--- config.mk ---
export PLATFORM = sky130hd
export DESIGN_NAME = two_wire_adc_serial_master_flat
export DESIGN_NICKNAME = d
export VERILOG_FILES = /design/src/rtl/twadc_pkg.sv /design/src/rtl/twadc_if.sv /design/src/rtl/twadc_front.sv /design/src/rtl/twadc_core.sv /design/src/rtl/two_wire_adc_serial_master.sv /design/src/flat_wrapper.sv
export VERILOG_INCLUDE_DIRS = /design/src /design/src/rtl
export SDC_FILE = /design/constraint.sdc
export NUM_CORES = 1
export LEC_CHECK = 0
export BUFFER_PORTS_ARGS = -buffer_cell sky130_fd_sc_hd__buf_2
export CAP_MARGIN = 25
export CORE_UTILIZATION = 50
export DETAILED_ROUTE_END_ITERATION = 12
export PLACE_DENSITY = 0.68
export SLEW_MARGIN = 20
export SYNTH_ARGS = -nofsm -noshare
export SYNTH_HDL_FRONTEND = slang
export SYNTH_SLANG_ARGS = --single-unit
--- constraint.sdc ---
create_clock -name clk -period 5.3 [get_ports clk]
set_input_delay 0 -clock clk [delete_from_list [all_inputs] [get_ports clk]]
set_output_delay 0 -clock clk [all_outputs]
set_load 0.01 [all_outputs]
--- src/rtl/assert_macros.svh ---
// Assertion macros shared by the RTL of the two-wire ADC serial master.
// Needs signals clk and rst_n in the scope where a macro is used.
`ifndef ASSERT_MACROS_SVH
`define ASSERT_MACROS_SVH

// Checked at every rising edge once reset is released.
`define TWADC_ASSERT(lbl, prop, msg) \
  lbl: assert property (@(posedge clk) disable iff (!rst_n) prop) else $error(msg);

// Checked at every rising edge, reset included.
`define TWADC_ASSERT_ALWAYS(lbl, prop, msg) \
  lbl: assert property (@(posedge clk) prop) else $error(msg);

`endif

--- src/rtl/twadc_pkg.sv ---
// Types, constants and register codes for the two-wire ADC serial master.
// No dependencies; used by every RTL module and interface.
package twadc_pkg;

  localparam int SAMPLE_BITS = 24;
  localparam int SHIFT_W     = (SAMPLE_BITS > 8) ? SAMPLE_BITS : 8;
  localparam int SAMPLE_W    = 24;
  localparam int CONFIG_W    = 8;
  localparam int HP_W        = 10;
  localparam int POLL_W      = 8;
  localparam int BIT_W       = 6;
  localparam int CFG_IDX_W   = 2;
  localparam int CFG_DATA_W  = 10;
  localparam int QUEUE_DEPTH = 2;
  localparam int QPTR_W      = $clog2(QUEUE_DEPTH);
  localparam int QCNT_W      = $clog2(QUEUE_DEPTH + 1);

  localparam logic [6:0]          READ_CMD   = 7'h56;
  localparam logic [6:0]          WRITE_CMD  = 7'h65;
  localparam logic [CONFIG_W-1:0] WR_MASK    = 8'hEF;

  // Pulse numbers of the conversion frame and the register read/write frame.
  localparam logic [BIT_W-1:0] REG_PULSES  = BIT_W'(46);
  localparam logic [BIT_W-1:0] CONV_PULSES = BIT_W'(SAMPLE_BITS + 3);
  localparam logic [BIT_W-1:0] CONV_LAST   = BIT_W'(SAMPLE_BITS);
  localparam logic [BIT_W-1:0] DRV_PULSE   = BIT_W'(27);
  localparam logic [BIT_W-1:0] CMD_FIRST   = BIT_W'(29);
  localparam logic [BIT_W-1:0] CMD_LAST    = BIT_W'(35);
  localparam logic [BIT_W-1:0] RD_RELEASE  = BIT_W'(36);
  localparam logic [BIT_W-1:0] RD_FIRST    = BIT_W'(38);
  localparam logic [BIT_W-1:0] RD_LAST     = BIT_W'(45);
  localparam logic [BIT_W-1:0] WR_FIRST    = BIT_W'(37);
  localparam logic [BIT_W-1:0] WR_LAST     = BIT_W'(44);
  localparam logic [BIT_W-1:0] WR_RELEASE  = BIT_W'(45);

  // Register reset values
  localparam logic [HP_W-1:0]   HALF_PERIOD_RST = 10'd10;
  localparam logic [POLL_W-1:0] POLL_LIMIT_RST  = 8'd5;
  localparam logic [HP_W-1:0]   POLL_GAP_RST    = 10'd5;
  localparam logic              IDLE_CLK_RST    = 1'b1;

  typedef enum logic [CFG_IDX_W-1:0] {
    CFG_HALF_PERIOD = 2'd0,
    CFG_POLL_LIMIT  = 2'd1,
    CFG_POLL_GAP    = 2'd2,
    CFG_IDLE_CLOCK  = 2'd3
  } cfg_idx_t;

  typedef enum logic [1:0] {
    OP_NONE  = 2'd0,
    OP_CONV  = 2'd1,
    OP_RDREG = 2'd2,
    OP_WRREG = 2'd3
  } op_t;

  typedef enum logic [4:0] {
    PH_IDLE   = 5'b00001,
    PH_POLL   = 5'b00010,
    PH_HIGH   = 5'b00100,
    PH_LOW    = 5'b01000,
    PH_FINISH = 5'b10000
  } phase_t;

  typedef struct packed {
    logic [HP_W-1:0]   half_period;
    logic [POLL_W-1:0] poll_limit;
    logic [HP_W-1:0]   poll_gap;
    logic              idle_clock_high;
  } cfg_t;

  // Classified tick as held in the queue
  typedef struct packed {
    op_t                 op;
    logic [CONFIG_W-1:0] wbyte;
    logic                dl;
  } item_t;

endpackage

--- src/rtl/twadc_if.sv ---
// Valid/ready channel interfaces for the two-wire ADC serial master.
// Depends on twadc_pkg for field widths.
interface twadc_in_if;
  logic                           valid;
  logic                           ready;
  logic [1:0]                     op;
  logic [twadc_pkg::CONFIG_W-1:0] write_value;
  logic                           data_level;

  modport source (output valid, output op, output write_value, output data_level,
                  input ready);
  modport sink (input valid, input op, input write_value, input data_level,
                output ready);
endinterface

interface twadc_out_if;
  logic                           valid;
  logic                           ready;
  logic                           clock_level;
  logic                           data_drive;
  logic                           data_out;
  logic                           busy_res;
  logic                           done_res;
  logic                           status;
  logic [twadc_pkg::SAMPLE_W-1:0] sample;
  logic [twadc_pkg::CONFIG_W-1:0] config_read;

  modport source (output valid, output clock_level, output data_drive, output data_out,
                  output busy_res, output done_res, output status, output sample,
                  output config_read, input ready);
  modport sink (input valid, input clock_level, input data_drive, input data_out,
                input busy_res, input done_res, input status, input sample,
                input config_read, output ready);
endinterface

--- src/rtl/twadc_front.sv ---
// Front end: accepts ticks, decodes the op and masks the write byte,
// and queues them for the sequencer. Depends on twadc_pkg, twadc_if.
`include "assert_macros.svh"

module twadc_front (
  input  logic                 clk,
  input  logic                 rst_n,
  twadc_in_if.sink             in_chan,
  output logic                 q_valid,
  output twadc_pkg::item_t     q_item,
  input  logic                 q_pop
);

  twadc_pkg::item_t                  q_mem_r [twadc_pkg::QUEUE_DEPTH];
  logic [twadc_pkg::QPTR_W-1:0]      wr_ptr_r, wr_ptr_nxt;
  logic [twadc_pkg::QPTR_W-1:0]      rd_ptr_r, rd_ptr_nxt;
  logic [twadc_pkg::QCNT_W-1:0]      cnt_r, cnt_nxt;
  logic                              push;
  twadc_pkg::item_t                  item_in;

  assign in_chan.ready = (cnt_r != twadc_pkg::QCNT_W'(twadc_pkg::QUEUE_DEPTH));
  assign push          = in_chan.valid && in_chan.ready;
  assign q_valid       = (cnt_r != '0);
  assign q_item        = q_mem_r[rd_ptr_r];

  // classify: typed op, write byte with bit 4 cleared
  always_comb begin
    item_in.op    = twadc_pkg::op_t'(in_chan.op);
    item_in.wbyte = in_chan.write_value & twadc_pkg::WR_MASK;
    item_in.dl    = in_chan.data_level;
  end

  always_comb begin
    wr_ptr_nxt = push  ? wr_ptr_r + 1'b1 : wr_ptr_r;
    rd_ptr_nxt = q_pop ? rd_ptr_r + 1'b1 : rd_ptr_r;
    cnt_nxt    = cnt_r + twadc_pkg::QCNT_W'(push) - twadc_pkg::QCNT_W'(q_pop);
  end

  always_ff @(posedge clk) begin
    if (!rst_n) begin
      wr_ptr_r <= '0;
      rd_ptr_r <= '0;
      cnt_r    <= '0;
    end else begin
      wr_ptr_r <= wr_ptr_nxt;
      rd_ptr_r <= rd_ptr_nxt;
      cnt_r    <= cnt_nxt;
    end
  end

  always_ff @(posedge clk) begin
    if (push) begin
      q_mem_r[wr_ptr_r] <= item_in;
    end
  end

  `TWADC_ASSERT(a_pop_nonempty, q_pop |-> (cnt_r != '0), "pop from empty queue")
  `TWADC_ASSERT(a_cnt_range, cnt_r <= twadc_pkg::QCNT_W'(twadc_pkg::QUEUE_DEPTH), "queue overflow")
  `TWADC_ASSERT(a_cnt_track, (push && !q_pop) |=> (cnt_r == $past(cnt_r) + 1'b1), "queue count lost a push")

endmodule

--- src/rtl/twadc_core.sv ---
// Back end: pin sequencer for the two-wire link, one tick per queued item,
// with a registered result stage. Depends on twadc_pkg, twadc_if.
`include "assert_macros.svh"

module twadc_core (
  input  logic                 clk,
  input  logic                 rst_n,
  input  twadc_pkg::cfg_t      cfg,
  input  logic                 q_valid,
  input  twadc_pkg::item_t     q_item,
  output logic                 q_pop,
  twadc_out_if.source          out_chan
);

  twadc_pkg::phase_t                 phase_r, phase_nxt;
  twadc_pkg::op_t                    pend_r, pend_nxt;
  logic [twadc_pkg::BIT_W-1:0]       bit_r, bit_nxt;
  logic [twadc_pkg::HP_W-1:0]        tick_r, tick_nxt;
  logic [twadc_pkg::POLL_W-1:0]      poll_r, poll_nxt;
  logic [twadc_pkg::SHIFT_W-1:0]     ishift_r, ishift_nxt;
  logic [twadc_pkg::CONFIG_W-1:0]    oshift_r, oshift_nxt;
  logic                              clk_pin_r, clk_pin_nxt;
  logic                              drive_r, drive_nxt;
  logic                              dout_r, dout_nxt;
  logic [twadc_pkg::SAMPLE_W-1:0]    sample_r, sample_nxt;
  logic [twadc_pkg::CONFIG_W-1:0]    cfgrd_r, cfgrd_nxt;
  logic                              busy, done, status;

  logic                              out_valid_r;
  logic                              res_busy_r, res_done_r, res_status_r;
  logic                              res_clk_r, res_drive_r, res_dout_r;
  logic [twadc_pkg::SAMPLE_W-1:0]    res_sample_r;
  logic [twadc_pkg::CONFIG_W-1:0]    res_cfgrd_r;

  logic [twadc_pkg::HP_W-1:0]        hp, gap;
  logic [twadc_pkg::POLL_W-1:0]      limit;
  logic [twadc_pkg::BIT_W-1:0]       last;
  logic [twadc_pkg::HP_W:0]          tick_inc;
  logic [twadc_pkg::POLL_W:0]        poll_inc;
  logic [6:0]                        cmd;
  logic [2:0]                        cmd_idx, wr_idx;
  logic                              dl;

  assign q_pop = q_valid && (!out_valid_r || out_chan.ready);
  assign dl    = q_item.dl;

  always_comb begin
    hp       = (cfg.half_period == '0) ? twadc_pkg::HP_W'(1) : cfg.half_period;
    gap      = (cfg.poll_gap == '0) ? twadc_pkg::HP_W'(1) : cfg.poll_gap;
    limit    = (cfg.poll_limit == '0) ? twadc_pkg::POLL_W'(1) : cfg.poll_limit;
    last     = (pend_r == twadc_pkg::OP_CONV) ? twadc_pkg::CONV_PULSES
                                              : twadc_pkg::REG_PULSES;
    tick_inc = {1'b0, tick_r} + 1'b1;
    poll_inc = {1'b0, poll_r} + 1'b1;
    cmd      = (pend_r == twadc_pkg::OP_RDREG) ? twadc_pkg::READ_CMD
                                               : twadc_pkg::WRITE_CMD;
    cmd_idx  = 3'(twadc_pkg::CMD_LAST - bit_r);
    wr_idx   = 3'(twadc_pkg::WR_LAST - bit_r);
  end

  // one tick of the pin sequencer
  always_comb begin
    phase_nxt   = phase_r;
    pend_nxt    = pend_r;
    bit_nxt     = bit_r;
    tick_nxt    = tick_r;
    poll_nxt    = poll_r;
    ishift_nxt  = ishift_r;
    oshift_nxt  = oshift_r;
    clk_pin_nxt = clk_pin_r;
    drive_nxt   = drive_r;
    dout_nxt    = dout_r;
    sample_nxt  = sample_r;
    cfgrd_nxt   = cfgrd_r;
    busy        = 1'b1;
    done        = 1'b0;
    status      = 1'b0;

    unique case (phase_r)
      twadc_pkg::PH_IDLE: begin
        if (q_item.op == twadc_pkg::OP_NONE) begin
          busy = 1'b0;
        end else begin
          pend_nxt    = q_item.op;
          bit_nxt     = '0;
          tick_nxt    = '0;
          poll_nxt    = '0;
          ishift_nxt  = '0;
          clk_pin_nxt = 1'b0;
          if (q_item.op == twadc_pkg::OP_CONV) begin
            drive_nxt = 1'b0;
            phase_nxt = twadc_pkg::PH_POLL;
          end else begin
            oshift_nxt = (q_item.op == twadc_pkg::OP_WRREG) ? q_item.wbyte : '0;
            bit_nxt    = twadc_pkg::BIT_W'(1);
            phase_nxt  = twadc_pkg::PH_HIGH;
          end
        end
      end
      twadc_pkg::PH_POLL: begin
        if (tick_r != '0) begin
          tick_nxt = tick_r - 1'b1;
        end else if (!dl) begin
          bit_nxt   = twadc_pkg::BIT_W'(1);
          phase_nxt = twadc_pkg::PH_HIGH;
        end else if (poll_inc >= {1'b0, limit}) begin
          done      = 1'b1;
          status    = 1'b1;
          phase_nxt = twadc_pkg::PH_IDLE;
        end else begin
          poll_nxt = poll_r + 1'b1;
          tick_nxt = gap - 1'b1;
        end
      end
      twadc_pkg::PH_HIGH: begin
        clk_pin_nxt = 1'b1;
        if (tick_inc >= {1'b0, hp}) begin
          phase_nxt = twadc_pkg::PH_LOW;
          tick_nxt  = '0;
        end else begin
          tick_nxt = tick_inc[twadc_pkg::HP_W-1:0];
        end
      end
      twadc_pkg::PH_LOW: begin
        clk_pin_nxt = 1'b0;
        // falling edge: sample data, set up data for the next pulse
        if (tick_r == '0) begin
          if (pend_r == twadc_pkg::OP_CONV) begin
            if (bit_r <= twadc_pkg::CONV_LAST) begin
              ishift_nxt = {ishift_r[twadc_pkg::SHIFT_W-2:0], dl};
            end
          end else if (bit_r == twadc_pkg::DRV_PULSE) begin
            drive_nxt = 1'b1;
            dout_nxt  = 1'b1;
          end else if (bit_r >= twadc_pkg::CMD_FIRST && bit_r <= twadc_pkg::CMD_LAST) begin
            dout_nxt = cmd[cmd_idx];
          end else if (pend_r == twadc_pkg::OP_RDREG) begin
            if (bit_r == twadc_pkg::RD_RELEASE) begin
              drive_nxt = 1'b0;
            end else if (bit_r >= twadc_pkg::RD_FIRST && bit_r <= twadc_pkg::RD_LAST) begin
              ishift_nxt = {ishift_r[twadc_pkg::SHIFT_W-2:0], dl};
            end
          end else begin
            if (bit_r >= twadc_pkg::WR_FIRST && bit_r <= twadc_pkg::WR_LAST) begin
              dout_nxt = oshift_r[wr_idx];
            end else if (bit_r == twadc_pkg::WR_RELEASE) begin
              drive_nxt = 1'b0;
            end
          end
        end
        if (tick_inc >= {1'b0, hp}) begin
          tick_nxt = '0;
          if (bit_r >= last) begin
            phase_nxt = twadc_pkg::PH_FINISH;
          end else begin
            bit_nxt   = bit_r + 1'b1;
            phase_nxt = twadc_pkg::PH_HIGH;
          end
        end else begin
          tick_nxt = tick_inc[twadc_pkg::HP_W-1:0];
        end
      end
      twadc_pkg::PH_FINISH: begin
        done = 1'b1;
        if (pend_r == twadc_pkg::OP_CONV) begin
          sample_nxt = twadc_pkg::SAMPLE_W'(ishift_r);
          drive_nxt  = 1'b1;
          dout_nxt   = 1'b1;
        end else if (pend_r == twadc_pkg::OP_RDREG) begin
          cfgrd_nxt = ishift_r[twadc_pkg::CONFIG_W-1:0];
        end
        phase_nxt = twadc_pkg::PH_IDLE;
      end
      default: begin
        phase_nxt = twadc_pkg::PH_IDLE;
      end
    endcase

    if (phase_nxt == twadc_pkg::PH_IDLE) begin
      clk_pin_nxt = cfg.idle_clock_high;
    end
  end

  always_ff @(posedge clk) begin
    if (!rst_n) begin
      phase_r     <= twadc_pkg::PH_IDLE;
      pend_r      <= twadc_pkg::OP_NONE;
      bit_r       <= '0;
      tick_r      <= '0;
      poll_r      <= '0;
      ishift_r    <= '0;
      oshift_r    <= '0;
      clk_pin_r   <= twadc_pkg::IDLE_CLK_RST;
      drive_r     <= 1'b0;
      dout_r      <= 1'b0;
      sample_r    <= '0;
      cfgrd_r     <= '0;
      out_valid_r <= 1'b0;
    end else begin
      if (q_pop) begin
        phase_r   <= phase_nxt;
        pend_r    <= pend_nxt;
        bit_r     <= bit_nxt;
        tick_r    <= tick_nxt;
        poll_r    <= poll_nxt;
        ishift_r  <= ishift_nxt;
        oshift_r  <= oshift_nxt;
        clk_pin_r <= clk_pin_nxt;
        drive_r   <= drive_nxt;
        dout_r    <= dout_nxt;
        sample_r  <= sample_nxt;
        cfgrd_r   <= cfgrd_nxt;
      end
      if (q_pop) begin
        out_valid_r <= 1'b1;
      end else if (out_chan.ready) begin
        out_valid_r <= 1'b0;
      end
    end
  end

  // result register, loaded with each tick's outcome
  always_ff @(posedge clk) begin
    if (q_pop) begin
      res_clk_r    <= clk_pin_nxt;
      res_drive_r  <= drive_nxt;
      res_dout_r   <= dout_nxt;
      res_busy_r   <= busy;
      res_done_r   <= done;
      res_status_r <= status;
      res_sample_r <= sample_nxt;
      res_cfgrd_r  <= cfgrd_nxt;
    end
  end

  assign out_chan.valid       = out_valid_r;
  assign out_chan.clock_level = res_clk_r;
  assign out_chan.data_drive  = res_drive_r;
  assign out_chan.data_out    = res_dout_r;
  assign out_chan.busy_res    = res_busy_r;
  assign out_chan.done_res    = res_done_r;
  assign out_chan.status      = res_status_r;
  assign out_chan.sample      = res_sample_r;
  assign out_chan.config_read = res_cfgrd_r;

  `TWADC_ASSERT(a_done_busy, (q_pop && done) |-> busy, "done without busy")
  `TWADC_ASSERT(a_finish_idle, (q_pop && phase_r == twadc_pkg::PH_FINISH) |=> (phase_r == twadc_pkg::PH_IDLE), "finish did not return to idle")
  `TWADC_ASSERT(a_status_conv, (q_pop && status) |-> (pend_r == twadc_pkg::OP_CONV && phase_r == twadc_pkg::PH_POLL), "timeout outside conversion poll")

endmodule

--- src/rtl/two_wire_adc_serial_master.sv ---
// Two-wire ADC serial master: one input item is one tick of the pin sequencer.
// An accepted item's result is registered: it passes the queue, then the result register.
// Throughput: 1 item per cycle while the output is not stalled; one sequencer step per item from the 2-entry queue.
// Either side may stall on its own: the queue absorbs input, the result register holds output.
// Reset (synchronous, rst_n low): queue empty, sequencer idle, clock pin high, data released,
// registers back to half_period 10, poll_limit 5, poll_gap 5, idle clock high.
// Depends on twadc_pkg, twadc_if, twadc_front, twadc_core.

module two_wire_adc_serial_master (
  input  logic                             clk,
  input  logic                             rst_n,
  input  logic                             cfg_wr_en,
  input  logic [twadc_pkg::CFG_IDX_W-1:0]  cfg_index,
  input  logic [twadc_pkg::CFG_DATA_W-1:0] cfg_wdata,
  twadc_in_if.sink                         in_chan,
  twadc_out_if.source                      out_chan
);

  // Configuration registers. The user must make writes land only while the link is idle;
  // the block does not enforce it. The sequencer reads them directly without shadowing.
  twadc_pkg::cfg_t  cfg_r, cfg_nxt;

  // Queue between the front (accept/classify) and the back (sequencer)
  logic              q_valid;
  logic              q_pop;
  twadc_pkg::item_t  q_item;

  always_comb begin
    cfg_nxt = cfg_r;
    if (cfg_wr_en) begin
      unique case (twadc_pkg::cfg_idx_t'(cfg_index))
        twadc_pkg::CFG_HALF_PERIOD: cfg_nxt.half_period     = cfg_wdata[twadc_pkg::HP_W-1:0];
        twadc_pkg::CFG_POLL_LIMIT:  cfg_nxt.poll_limit      = cfg_wdata[twadc_pkg::POLL_W-1:0];
        twadc_pkg::CFG_POLL_GAP:    cfg_nxt.poll_gap        = cfg_wdata[twadc_pkg::HP_W-1:0];
        twadc_pkg::CFG_IDLE_CLOCK:  cfg_nxt.idle_clock_high = cfg_wdata[0];
        default:                    cfg_nxt = cfg_r;
      endcase
    end
  end

  always_ff @(posedge clk) begin
    if (!rst_n) begin
      cfg_r.half_period     <= twadc_pkg::HALF_PERIOD_RST;
      cfg_r.poll_limit      <= twadc_pkg::POLL_LIMIT_RST;
      cfg_r.poll_gap        <= twadc_pkg::POLL_GAP_RST;
      cfg_r.idle_clock_high <= twadc_pkg::IDLE_CLK_RST;
    end else begin
      cfg_r <= cfg_nxt;
    end
  end

  // Front: takes ticks, decodes op, clears bit 4 of the write byte, queues.
  twadc_front u_front (
    .clk     (clk),
    .rst_n   (rst_n),
    .in_chan (in_chan),
    .q_valid (q_valid),
    .q_item  (q_item),
    .q_pop   (q_pop)
  );

  // Back: poll / clock / shift sequencer plus the result register.
  twadc_core u_core (
    .clk      (clk),
    .rst_n    (rst_n),
    .cfg      (cfg_r),
    .q_valid  (q_valid),
    .q_item   (q_item),
    .q_pop    (q_pop),
    .out_chan (out_chan)
  );

endmodule

--- src/flat_wrapper.sv ---
// flat-port wrapper written by rule: the top's interface ports become plain ports
module two_wire_adc_serial_master_flat 
  (clk, rst_n, cfg_wr_en, cfg_index, cfg_wdata, in_chan_valid, in_chan_op, in_chan_write_value, in_chan_data_level, in_chan_ready, out_chan_valid, out_chan_clock_level, out_chan_data_drive, out_chan_data_out, out_chan_busy_res, out_chan_done_res, out_chan_status, out_chan_sample, out_chan_config_read, out_chan_ready);
  twadc_in_if in_chan_i ();
  twadc_out_if out_chan_i ();
  input  logic clk;
  input  logic rst_n;
  input  logic cfg_wr_en;
  input  logic [twadc_pkg::CFG_IDX_W-1:0] cfg_index;
  input  logic [twadc_pkg::CFG_DATA_W-1:0] cfg_wdata;
  input wire logic [$bits(in_chan_i.valid)-1:0] in_chan_valid;
  input wire logic [$bits(in_chan_i.op)-1:0] in_chan_op;
  input wire logic [$bits(in_chan_i.write_value)-1:0] in_chan_write_value;
  input wire logic [$bits(in_chan_i.data_level)-1:0] in_chan_data_level;
  output wire logic [$bits(in_chan_i.ready)-1:0] in_chan_ready;
  output wire logic [$bits(out_chan_i.valid)-1:0] out_chan_valid;
  output wire logic [$bits(out_chan_i.clock_level)-1:0] out_chan_clock_level;
  output wire logic [$bits(out_chan_i.data_drive)-1:0] out_chan_data_drive;
  output wire logic [$bits(out_chan_i.data_out)-1:0] out_chan_data_out;
  output wire logic [$bits(out_chan_i.busy_res)-1:0] out_chan_busy_res;
  output wire logic [$bits(out_chan_i.done_res)-1:0] out_chan_done_res;
  output wire logic [$bits(out_chan_i.status)-1:0] out_chan_status;
  output wire logic [$bits(out_chan_i.sample)-1:0] out_chan_sample;
  output wire logic [$bits(out_chan_i.config_read)-1:0] out_chan_config_read;
  input wire logic [$bits(out_chan_i.ready)-1:0] out_chan_ready;
  assign in_chan_i.valid = in_chan_valid;
  assign in_chan_i.op = in_chan_op;
  assign in_chan_i.write_value = in_chan_write_value;
  assign in_chan_i.data_level = in_chan_data_level;
  assign in_chan_ready = in_chan_i.ready;
  assign out_chan_valid = out_chan_i.valid;
  assign out_chan_clock_level = out_chan_i.clock_level;
  assign out_chan_data_drive = out_chan_i.data_drive;
  assign out_chan_data_out = out_chan_i.data_out;
  assign out_chan_busy_res = out_chan_i.busy_res;
  assign out_chan_done_res = out_chan_i.done_res;
  assign out_chan_status = out_chan_i.status;
  assign out_chan_sample = out_chan_i.sample;
  assign out_chan_config_read = out_chan_i.config_read;
  assign out_chan_i.ready = out_chan_ready;
  two_wire_adc_serial_master u_core (.clk(clk), .rst_n(rst_n), .cfg_wr_en(cfg_wr_en), .cfg_index(cfg_index), .cfg_wdata(cfg_wdata), .in_chan(in_chan_i), .out_chan(out_chan_i));
endmodule
# Yosys cells after proc, flatten, opt, wreduce, memory -nomap -nowiden

Memories as Yosys holds them, arrays and structs flattened. A register that Yosys moved wholly into a read port is not among the register bits.
Cells that the tools add are included.

Equal/unequal tests: 33
Reductions and logical operators: 31
Mux-type cells: 86
Add/subtract/negate cells: 12
Bitwise gates (word level): 2
$lt $le $gt $ge: 12

Operators by type and width:

| kind                    | count |
|---|---|
| $mux W24                | 11 |
| $mux W8                 | 9 |
| $mux W10                | 7 |
| $pmux W24 S2            | 1 |
| $mux W6                 | 7 |
| $mux W5                 | 7 |
| $mux W1                 | 33 |
| $logic_not A10 Y1       | 3 |
| $pmux W10 S3            | 1 |
| $ne A3 B3 Y1 const B    | 8 |
| $pmux W5 S4             | 1 |
| $sub A10 B1 Y10 const B | 2 |
| $le A6 B6 Y1 const B    | 3 |
| $ne A2 B2 Y1 const B    | 9 |
| $pmux W6 S3             | 1 |
| $pmux W8 S2             | 1 |
| $eq A6 B6 Y1 const B    | 2 |
| $ge A6 B6 Y1 const B    | 2 |
| $add A10 B1 Y11 const B | 1 |
| $ge A11 B10 Y1          | 1 |
| $eq A5 B1 Y1 const B    | 2 |
| $reduce_and A10 Y1      | 1 |
| $reduce_bool A10 Y1     | 1 |
| $add A8 B1 Y9 const B   | 1 |
| other kinds (38)        | 61 |

Output and inout bits: 40
Memories kept: 1
RAM bits: 20
Flip-flop bits (word level): 170

Memory list:

| name                   | depth | width | rd ports | clocked after Yosys merged registers in | wr ports | RTL line          | RTL |
|---|---|---|---|---|---|---|---|
| u_core.u_front.q_mem_r | 2     | 10    | 1        | 1                                       | 1        | twadc_front.sv:14 | `twadc_pkg::item_t q_mem_r [twadc_pkg::QUEUE_DEPTH];` |

# Logic depth before layout (Yosys ltp)

Gate-level depths: netlist of run 1.

Depth after elaboration: 10
Gate-level depth with buffers: 14

# By module

From an unflattened synthesis of run 1, not the netlist that was laid out.

Cells, all modules: 957
Area total of the unflattened synthesis: 9315.2 um^2

By module, submodules not included:

| module                     | times used | seq. area each (um^2) | area each (um^2) | cells an instance |
|---|---|---|---|---|
| twadc_core                 | 1          | 3123.0                | 7181.9           | 784 |
| two_wire_adc_serial_master | 1          | 580.6                 | 1137.3           | 112 |
| twadc_front                | 1          | 700.7                 | 996.0            | 61 |

# Worst setup path after synthesis of run 1

No wires, ideal clock.

Path type: register -> register
Start: register u_core.u_core.out_valid_r, in the netlist u_core.u_core.out_chan.valid
End: register u_core.u_front.cnt_r[1] in the netlist's numbering
Stages on the path, launching flop included: 12
Arrival time: 3.335 ns
Required time: 5.172 ns
Path slack: 1.837 ns
Period minus slack after synthesis: 3.463 ns
Buffers on the path: 2
Setup time: 0.128 ns
Cell sequence: dfxtp_1 > nor2b_1 > or2_2 > inv_1 > clkbuf_1 > buf_1 > ha_1 > inv_1 > ha_1 > xor2_1 > xnor2_1 > nor2_1

Cells in the longest elaborated chain, start to end: 4

RTL lines:

| element                | RTL line                         | RTL |
|---|---|---|
| from (decl)            | twadc_core.sv:29                 | `logic out_valid_r;` |
| from (signal assigned) | twadc_core.sv:198                | `out_valid_r <= 1'b0;` |
| from (signal assigned) | twadc_core.sv:215                | `out_valid_r <= 1'b1;` |
| from (signal assigned) | twadc_core.sv:217                | `out_valid_r <= 1'b0;` |
| $logic_not A1 Y1       | twadc_core.sv:44                 | `assign q_pop = q_valid && (!out_valid_r \|\| out_chan.ready);` |
| $logic_or A1 B1 Y1     | twadc_core.sv:44                 |  |
| $logic_and A1 B1 Y1    | twadc_core.sv:44                 |  |
| via u_core.q_pop       | two_wire_adc_serial_master.sv:25 | `logic q_pop;` |
| $sub A2 B1 Y2          | twadc_front.sv:36                | `cnt_nxt = cnt_r + twadc_pkg::QCNT_W'(push) - twadc_pkg::QCNT_W'(q_pop);` |
| to (signal assigned)   | twadc_front.sv:47                | `cnt_r <= cnt_nxt;` |
| to (decl)              | twadc_front.sv:17                | `logic [twadc_pkg::QCNT_W-1:0] cnt_r, cnt_nxt;` |

The timed path passes the listed nets, and every way through them passes these cells.
A chain may end at the register's enable or synchronous reset.

# Worst setup path in the final report of run 1

Start: register u_core.u_core.tick_r[2] in the netlist's numbering
End: register u_core.u_core.tick_r[8] in the netlist's numbering

Cells in the longest elaborated chain, start to end: 4
Elaborated cells on any way between the ends: 10
Classes of those cells: add/sub (2); order compare (1); eq/ne (2); mux (3); reduce/logical (2)

RTL lines:

| element                | RTL line                             | RTL |
|---|---|---|
| from (decl)            | twadc_core.sv:18                     | `logic [twadc_pkg::HP_W-1:0] tick_r, tick_nxt;` |
| from (signal assigned) | twadc_core.sv:204                    | `tick_r <= tick_nxt;` |
| $add A10 B1 Y11        | twadc_core.sv:53                     | `tick_inc = {1'b0, tick_r} + 1'b1;` |
| $ge A11 B10 Y1         | twadc_core.sv:117, twadc_core.sv:151 |  |
| $mux W10               | twadc_core.sv:117, twadc_core.sv:151 |  |
| $pmux W10 S3           | twadc_core.sv:79                     | `unique case (phase_r)` |

Parallel ways exist; a longest one is shown, timed or not.

==> impl_metrics.env, run 1 <==
export IMPL_postSynthRegisterBits=190
export IMPL_layout_setup_ws_ns=1.40
export IMPL_design_area_um2=10400
export IMPL_design_core_area_um2=17500
export IMPL_grt_use_total=0.232
export IMPL_max_freq_mhz=257
export IMPL_clk_root_buffer_cell="sky130_fd_sc_hd__clkbuf_16"
export IMPL_pre_cts_slack_ns=1.46
export IMPL_p_leak_nw=4.08
export IMPL_aggregate_global_routing_overflow=0
export IMPL_placedInstanceArea_um2=9550
export IMPL_fin_worst_hold_slack_ns=0.0119
export IMPL_timing_setup_tns_ns=0
export IMPL_antenna_found_initial=0
export IMPL_highest_count_cells_in_the_layout_ignoring_fill_and_taps="sky130_fd_sc_hd__nor2_1 (135), sky130_fd_sc_hd__dfxtp_1 (132), sky130_fd_sc_hd__nand2_1 (88)"
export IMPL_synth_area_um2=9080
export IMPL_timing_worst_slew_pin_value_ns=0.885
export IMPL_grt_pass1_vias=6866
export IMPL_outcome="finished clean"
export IMPL_finalCritPeriodShare=0.735
export IMPL_critical_path_slowest_cell="sky130_fd_sc_hd__a2111oi_0"
export IMPL_worst_setup_hold_path_clk_slew_ns=0.07
export IMPL_gpl_final_weighted_congestion=0.867
export IMPL_drv_max_cap_violation_count=0
export IMPL_power_density_over_cell_area_nw_per_um2=542
export IMPL_ys_flop_type="sky130_fd_sc_hd__dfxtp_1"
export IMPL_skew_ns=0.0213
export IMPL_synthArstFlopShare=0
export IMPL_drt_first_iter_violations=507
export IMPL_worstSetupEndpointType="flop"
export IMPL_postSynthCellCount=981
export IMPL_tritoncts_clock_tree="built"
export IMPL_timing_max_transition_violations_final=0
export IMPL_worst_skew_pair_late_latency_ns=0.44
export IMPL_grt_pass1_wl_um=33700
export IMPL_diodes=0
export IMPL_synth_area_per_cell_um2=9.26
export IMPL_worst_path_dominant_cell_family="compound AO/OA/AOI/OAI gates"
export IMPL_die_area_um2=18700
export IMPL_io_buffer_count=66
export IMPL_cts_path_max_buffers=2
export IMPL_chipHeight_um=137
export IMPL_wire_per_inst_um=16.1
export IMPL_critPathBufInv=0
export IMPL_holdBufCountCts=26
export IMPL_period_needed_ns=3.90
export IMPL_drive_above_1_share=0.154
export IMPL_synth_sequential_area_ratio=0.483
export IMPL_postSynthNetCount=1042
export IMPL_cts_setup_buffers=0
export IMPL_yosysTopAreaCell="sky130_fd_sc_hd__dfxtp_1"
export IMPL_h_tree_depth=4
export IMPL_path_cells="or4_1, or4_4, a21oi_1, ha_1, nand2_1, a2111oi_0, o211ai_1, xnor2_1, o32a_1, o22ai_1"
export IMPL_cts_repair_resize_count=0
export IMPL_peakVddDrop_uv=387
export IMPL_finalSetupViolations=0
export IMPL_critical_path_arrival_ns=4.26
export IMPL_layout_cells_most_common="sky130_fd_sc_hd__nor2_1"
export IMPL_synth_cell_type_count=68
export IMPL_rsz0062_at_grt="no"
export IMPL_synth_enable_flop_cells=58
export IMPL_worstHoldPathType="input pin to flop"
export IMPL_crit_path_start_kind="flop"
export IMPL_synth_top_cells_by_area="sky130_fd_sc_hd__dfxtp_1 (29%), sky130_fd_sc_hd__edfxtp_1 (19%), sky130_fd_sc_hd__nor2_1 (5.6%), sky130_fd_sc_hd__mux2_2 (5.0%), sky130_fd_sc_hd__ha_1 (4.5%)"
export IMPL_design_portCount=68
export IMPL_grt_max_degree=60
export IMPL_tritoncts_num_buffers=17
export IMPL_timing_critical_path_fanout_max=11
export IMPL_syn_to_final_growth_pct=14.8
export IMPL_slew_limit_headroom=0.395
export IMPL_initial_core_utilization=0.518
export IMPL_ys_warnings_count=0
export IMPL_min_delay_start="rst_n"
export IMPL_hpwl_um=13600
export IMPL_vias_per_cell=5.68
export IMPL_cts_sinks=190
export IMPL_finalPower_w=0.00565
export IMPL_finalHoldViolations=0
export IMPL_drt_antenna_violating_nets=0
export IMPL_post_route_drc_count=0
export IMPL_setup_worst_path_class="flop to flop"
export IMPL_dr_vias=7299
export IMPL_final_net_count=1107
export IMPL_routed_wl_um=20600
export IMPL_cpPeakStageDelay_ns=0.81
export IMPL_die_w_um=137
export IMPL_reg2reg_from="u_core.u_core.tick_r[2]"
export IMPL_yosysTopAreaCellShare=0.291
export IMPL_std_cell_rows=48
export IMPL_drtPass1Iterations=7
export IMPL_critical_path_required_ns=5.66
export IMPL_crit_path_start="u_core.u_core.tick_r[2]"
## layer usage
layer,global-route usage,share of wire
met1,0.308,0.48
met2,0.374,0.46
met3,0.0496,0.048
met4,0.0818,0.011
met5,0,0
## Yosys cell counts, types with 3 or more instances
cell type                    n
sky130_fd_sc_hd__nor2_1    135
sky130_fd_sc_hd__dfxtp_1   132
sky130_fd_sc_hd__nand2_1    88
sky130_fd_sc_hd__a21oi_1    77
sky130_fd_sc_hd__edfxtp_1   58
sky130_fd_sc_hd__nand3_1    49
sky130_fd_sc_hd__clkbuf_1   46
sky130_fd_sc_hd__nor3_1     46
sky130_fd_sc_hd__mux2_2     40
sky130_fd_sc_hd__inv_1      35
sky130_fd_sc_hd__ha_1       33
sky130_fd_sc_hd__o21ai_0    22
sky130_fd_sc_hd__xnor2_1    17
sky130_fd_sc_hd__nand2b_1   15
sky130_fd_sc_hd__a21o_1     14
sky130_fd_sc_hd__a22oi_1    13
sky130_fd_sc_hd__mux2i_1    13
sky130_fd_sc_hd__and3_1      9
sky130_fd_sc_hd__o211ai_1    9
sky130_fd_sc_hd__xor2_1      9
sky130_fd_sc_hd__a211oi_1    8
sky130_fd_sc_hd__nand4_1     7
sky130_fd_sc_hd__a31oi_1     6
sky130_fd_sc_hd__nor4_1      6
sky130_fd_sc_hd__o22ai_1     6
sky130_fd_sc_hd__or2_2       6
sky130_fd_sc_hd__and2_1      5
sky130_fd_sc_hd__buf_1       5
sky130_fd_sc_hd__nor2b_1     5
sky130_fd_sc_hd__a21boi_0    4
sky130_fd_sc_hd__and4_1      3
sky130_fd_sc_hd__o21bai_1    3
sky130_fd_sc_hd__o31ai_1     3
sky130_fd_sc_hd__o32a_1      3
sky130_fd_sc_hd__or4_1       3
## area by class of cell
cell class / instances / area [um2]
clock buffer: 20 / 457
clock inverter: 12 / 155
fill: 1536 / 7110
inverter: 35 / 133
multi-input combinational: 701 / 4360
sequential: 190 / 4380
tap: 225 / 282
timing repair buffer: 101 / 658
## sequential cells by signal, indices dropped and copies added (netlist names), 2 cells and up, named ones only
| signal | cells |
|---|---|
| u_core.u_core.out_chan.config_read | 8 |
| u_core.u_core.bit_r | 6 |
| u_core.u_core.oshift_r | 7 |
| u_core.u_front.cnt_r | 2 |
| u_core.u_core.tick_r | 10 |
| u_core.u_front.q_mem_r | 20 |
| u_core.u_core.pend_r | 2 |
| u_core.u_core.sample_r | 24 |
| u_core.u_core.ishift_r | 24 |
| u_core.u_core.poll_r | 8 |
| u_core.u_core.phase_r | 5 |
| u_core.cfg_r | 29 |
| u_core.u_core.cfgrd_r | 8 |
| u_core.u_core.out_chan.sample | 24 |
## path summary, 6_finish.rpt
kind | endpoint | slack [ns] | cells after the start
max | u_core.u_core.tick_r[8] | 1.40 | 10
min | u_core.cfg_r[0] | 0.01 | 2
min reg2reg | u_core.u_core.ishift_r[23] | 0.46 | 2
max reg2reg | u_core.u_core.tick_r[8] | 1.40 | 10
## kinds of logic (layout without fill, tap and decap cells)
kind of cell	count (synthesis)	in the layout	synth area share
compound gates	198	198	0.142
xor+xnor	26	26	0.0251
fa+ha+maj	33	33	0.0455
buf+inv	90	168	0.0391
flops	190	190	0.483
mux	54	54	0.0664
simple gates	390	390	0.199
## per-stage QoR
stage	instances	utilization
6_report	1284	0.594
5_1_grt	1284	0.594
4_1_cts	1284	0.594
3_5_place_dp	1226	0.544
3_3_place_gp	1226	0.544
2_1_floorplan	981	-
## power by group
part	internal, W	switching, W	total, W
Clock	0.000736	0.000584	0.00132
Combinational	0.000862	0.00133	0.00219
Sequential	0.00191	0.000220	0.00213
Total	0.00351	0.00214	0.00565
Note: power is estimated with default switching activity, not from simulation.
==> run 2, diff against run 1 <==
ABC_AREA = 1   (was default)
PLACE_DENSITY = 0.71   (was 0.68)
clock period = 3.3 ns   (was 5.3 ns; I/O delays follow)
==> impl_metrics.env, run 2 <==
export IMPL_drt_first_iter_violations=627
export IMPL_design_core_area_um2=18600
export IMPL_wire_per_inst_um=12.9
export IMPL_min_delay_start="cfg_wr_en"
export IMPL_ys_warnings_count=0
export IMPL_design_portCount=68
export IMPL_critical_path_arrival_ns=3.29
export IMPL_drt_antenna_violating_nets=0
export IMPL_postSynthRegisterBits=190
export IMPL_h_tree_depth=4
export IMPL_setup_worst_path_class="flop to flop"
export IMPL_most_instantiated_cells_after_synthesis="sky130_fd_sc_hd__nand2_1 (222), sky130_fd_sc_hd__inv_1 (178), sky130_fd_sc_hd__dfxtp_1 (132)"
export IMPL_dr_vias=7954
export IMPL_yosysTopAreaCellShare=0.278
export IMPL_die_area_um2=19600
export IMPL_final_net_count=1367
export IMPL_synth_top_cells_by_area="sky130_fd_sc_hd__dfxtp_1 (28%), sky130_fd_sc_hd__edfxtp_1 (18%), sky130_fd_sc_hd__nand2_1 (8.8%), sky130_fd_sc_hd__inv_1 (7.0%), sky130_fd_sc_hd__o21ai_0 (6.6%)"
export IMPL_grt_pass1_vias=7246
export IMPL_finalHoldViolations=0
export IMPL_timing_critical_path_mode_cell="sky130_fd_sc_hd__a21oi_1"
export IMPL_cts_path_max_buffers=2
export IMPL_synth_area_um2=9500
export IMPL_finalPower_w=0.00928
export IMPL_synth_sequential_area_ratio=0.461
export IMPL_highest_count_cells_in_the_layout_ignoring_fill_and_taps="sky130_fd_sc_hd__nand2_1 (222), sky130_fd_sc_hd__inv_1 (177), sky130_fd_sc_hd__dfxtp_1 (132)"
export IMPL_worstSetupEndpointType="flop"
export IMPL_rsz0062_at_grt="no"
export IMPL_yosysTopAreaCell="sky130_fd_sc_hd__dfxtp_1"
export IMPL_max_freq_mhz=341
export IMPL_layout_cells_most_common="sky130_fd_sc_hd__nand2_1"
export IMPL_synth_enable_flop_cells=58
export IMPL_multi_input_area_um2=4190
export IMPL_number_of_flip_flops_under_the_largest_register_name=29
export IMPL_drv_max_cap_violation_count=0
export IMPL_reg2reg_from="u_core.u_core.tick_r[1]"
export IMPL_timing_worst_slew_pin_value_ns=0.891
export IMPL_clk_root_buffer_cell="sky130_fd_sc_hd__clkbuf_16"
export IMPL_critical_path_required_ns=3.65
export IMPL_cts_sinks=190
export IMPL_period_needed_ns=2.94
export IMPL_holdPathStages=4
export IMPL_finalSetupViolations=0
export IMPL_timing_critical_path_fanout_max=8
export IMPL_timing_max_transition_violations_final=0
export IMPL_skew_ns=0.0100
export IMPL_tritoncts_clock_tree="built"
export IMPL_synth_cell_type_count=51
export IMPL_ys_flop_type="sky130_fd_sc_hd__dfxtp_1"
export IMPL_finalCritPeriodShare=0.890
export IMPL_placedCellCount=1492
export IMPL_rr_worst_depth=15
export IMPL_io_buffer_count=66
export IMPL_p_leak_nw=4.80
export IMPL_layout_filler_cells=1725
export IMPL_timing_setup_tns_ns=0
export IMPL_initial_core_utilization=0.510
export IMPL_vias_per_cell=5.12
export IMPL_drtPass1Iterations=5
export IMPL_aggregate_global_routing_overflow=0
export IMPL_worst_skew_pair_late_latency_ns=0.43
export IMPL_parity_gate_share_of_the_synthesized_area_counting_xor_and_xnor_cells=0.0147
export IMPL_layout_area_seq_um2=4380
export IMPL_post_route_drc_count=0
export IMPL_chipHeight_um=140
export IMPL_std_cell_rows=50
export IMPL_tritoncts_num_buffers=17
export IMPL_synthMostInstantiatedCell="sky130_fd_sc_hd__nand2_1"
export IMPL_postSynthNetCount=1289
export IMPL_gpl_final_weighted_congestion=0.907
export IMPL_synthArstFlopShare=0
export IMPL_slack_of_the_worst_reg_to_reg_path_ns=0.36
export IMPL_antenna_found_initial=0
export IMPL_grt_pass1_wl_um=34100
export IMPL_post_synth_fa_ha_maj_area_fraction=0.0434
export IMPL_worstHoldPathType="input pin to flop"
export IMPL_fin_worst_hold_slack_ns=0.0434
export IMPL_grt_use_total=0.214
export IMPL_outcome="finished clean"
export IMPL_cts_setup_buffers=0
export IMPL_synth_simple_area_share=0.211
export IMPL_slew_limit_headroom=0.404
export IMPL_path_cells="ha_1, nand4_1, nor2_1, nand2_1, xor2_1, inv_1, ha_1, a21oi_1, o21bai_1, a21oi_1, buf_4, nand3_1, inv_1, nand2_1, a21oi_1"
export IMPL_diodes=0
export IMPL_routed_wl_um=20000
export IMPL_critical_path_slowest_cell="sky130_fd_sc_hd__dfxtp_1"
export IMPL_synth_area_per_cell_um2=7.74
export IMPL_postSynthCellCount=1228
export IMPL_holdBufCountCts=29
export IMPL_synth_mux_area_frac=0.00935
export IMPL_worst_setup_hold_path_clk_slew_ns=0.07
export IMPL_cts_repair_resize_count=0
export IMPL_hold_path_endpoint="u_core.cfg_r[19]"
export IMPL_power_density_over_cell_area_nw_per_um2=851
export IMPL_crit_path_start_kind="flop"
export IMPL_die_w_um=140
export IMPL_regMostFlops="u_core.cfg_r"
export IMPL_peakVddDrop_uv=521
export IMPL_hpwl_um=13500
export IMPL_main_combinational_cell_family_by_area_after_synthesis="simple AND/OR/NAND/NOR gates"
export IMPL_drive_above_1_share=0.129
export IMPL_number_of_non_filler_instances_in_the_completed_layout=1553
export IMPL_synth_compound_area_share=0.161
export IMPL_crit_reg_reg_endpoint="u_core.u_core.tick_r[0]"
export IMPL_grt_max_degree=65
export IMPL_syn_to_final_growth_pct=14.7
export IMPL_cpPeakStageDelay_ns=0.40
-- run 2: logic make-up after synthesis --
logic type                 after synthesis
adders and majority gates               33
and+or+nand+nor                        463
DFF                                    190
muxes                                    8
xor gates and xnor gates                16
AOI/OAI and AO/OA                      283
buffers and inverters                  235
-- run 2: metal layers --
metal	share of wire	wire length, um	GRT usage	vias to the layer above
met2	0.46	9140	0.347	174
met4	0.014	274	0.0717	0
met5	0	0	0	-
met1	0.49	9730	0.288	3608
li1	-	-	-	4153
met3	0.042	837	0.0382	19
-- run 2: metrics by stage --
stage               worst slack, ns   util  cell area [um2]
floorplan                     0.326      -             9500
global placement              0.496  0.537            10000
detailed placement            0.470  0.537            10000
CTS                           0.417  0.584            10900
global route                  0.109  0.584            10900
finish                        0.364  0.584            10900
-- run 2: worst max-delay path, delay by kind of cell, from the launching register on --
family / cells / cell delay, ns
AND/OR/NAND/NOR: 5 / 0.79
adder cells (fa/ha/maj): 2 / 0.55
AO/OA/AOI/OAI: 4 / 0.49
buffers and inverters: 3 / 0.45
flip-flops: 1 / 0.40
XOR/XNOR: 1 / 0.18
-- run 2: how the worst max path moves through the flow --
stage	start	endpoint	slack (ns)	cells after the start
6_report	u_core.u_core.tick_r[1]	u_core.u_core.tick_r[0]	0.36	15
3_5_place_dp	u_core.u_core.tick_r[1]	u_core.u_core.tick_r[0]	0.47	15
2_1_floorplan	u_core.u_core.out_chan.valid	u_core.u_front.cnt_r[1]	0.33	10
3_3_place_gp	u_core.u_core.tick_r[1]	u_core.u_core.tick_r[0]	0.50	15
5_1_grt	u_core.u_core.tick_r[1]	u_core.u_core.tick_r[0]	0.11	15
4_1_cts	u_core.u_core.tick_r[1]	u_core.u_core.tick_r[0]	0.42	15
-- run 2: cell type report --
type                    instances  share of cell area
multi-input cells             803               0.384
well taps                     234              0.0269
inverters                     186              0.0642
repair buffers                108              0.0671
clock inverters                12              0.0145
flip-flops and latches        190               0.402
clock buffers                  20              0.0410
-- run 2: where the power goes --
part	total (W)	switching, W	internal, W
Sequential	0.00353	0.000306	0.00322
Clock	0.00210	0.000885	0.00122
Combinational	0.00365	0.00239	0.00125
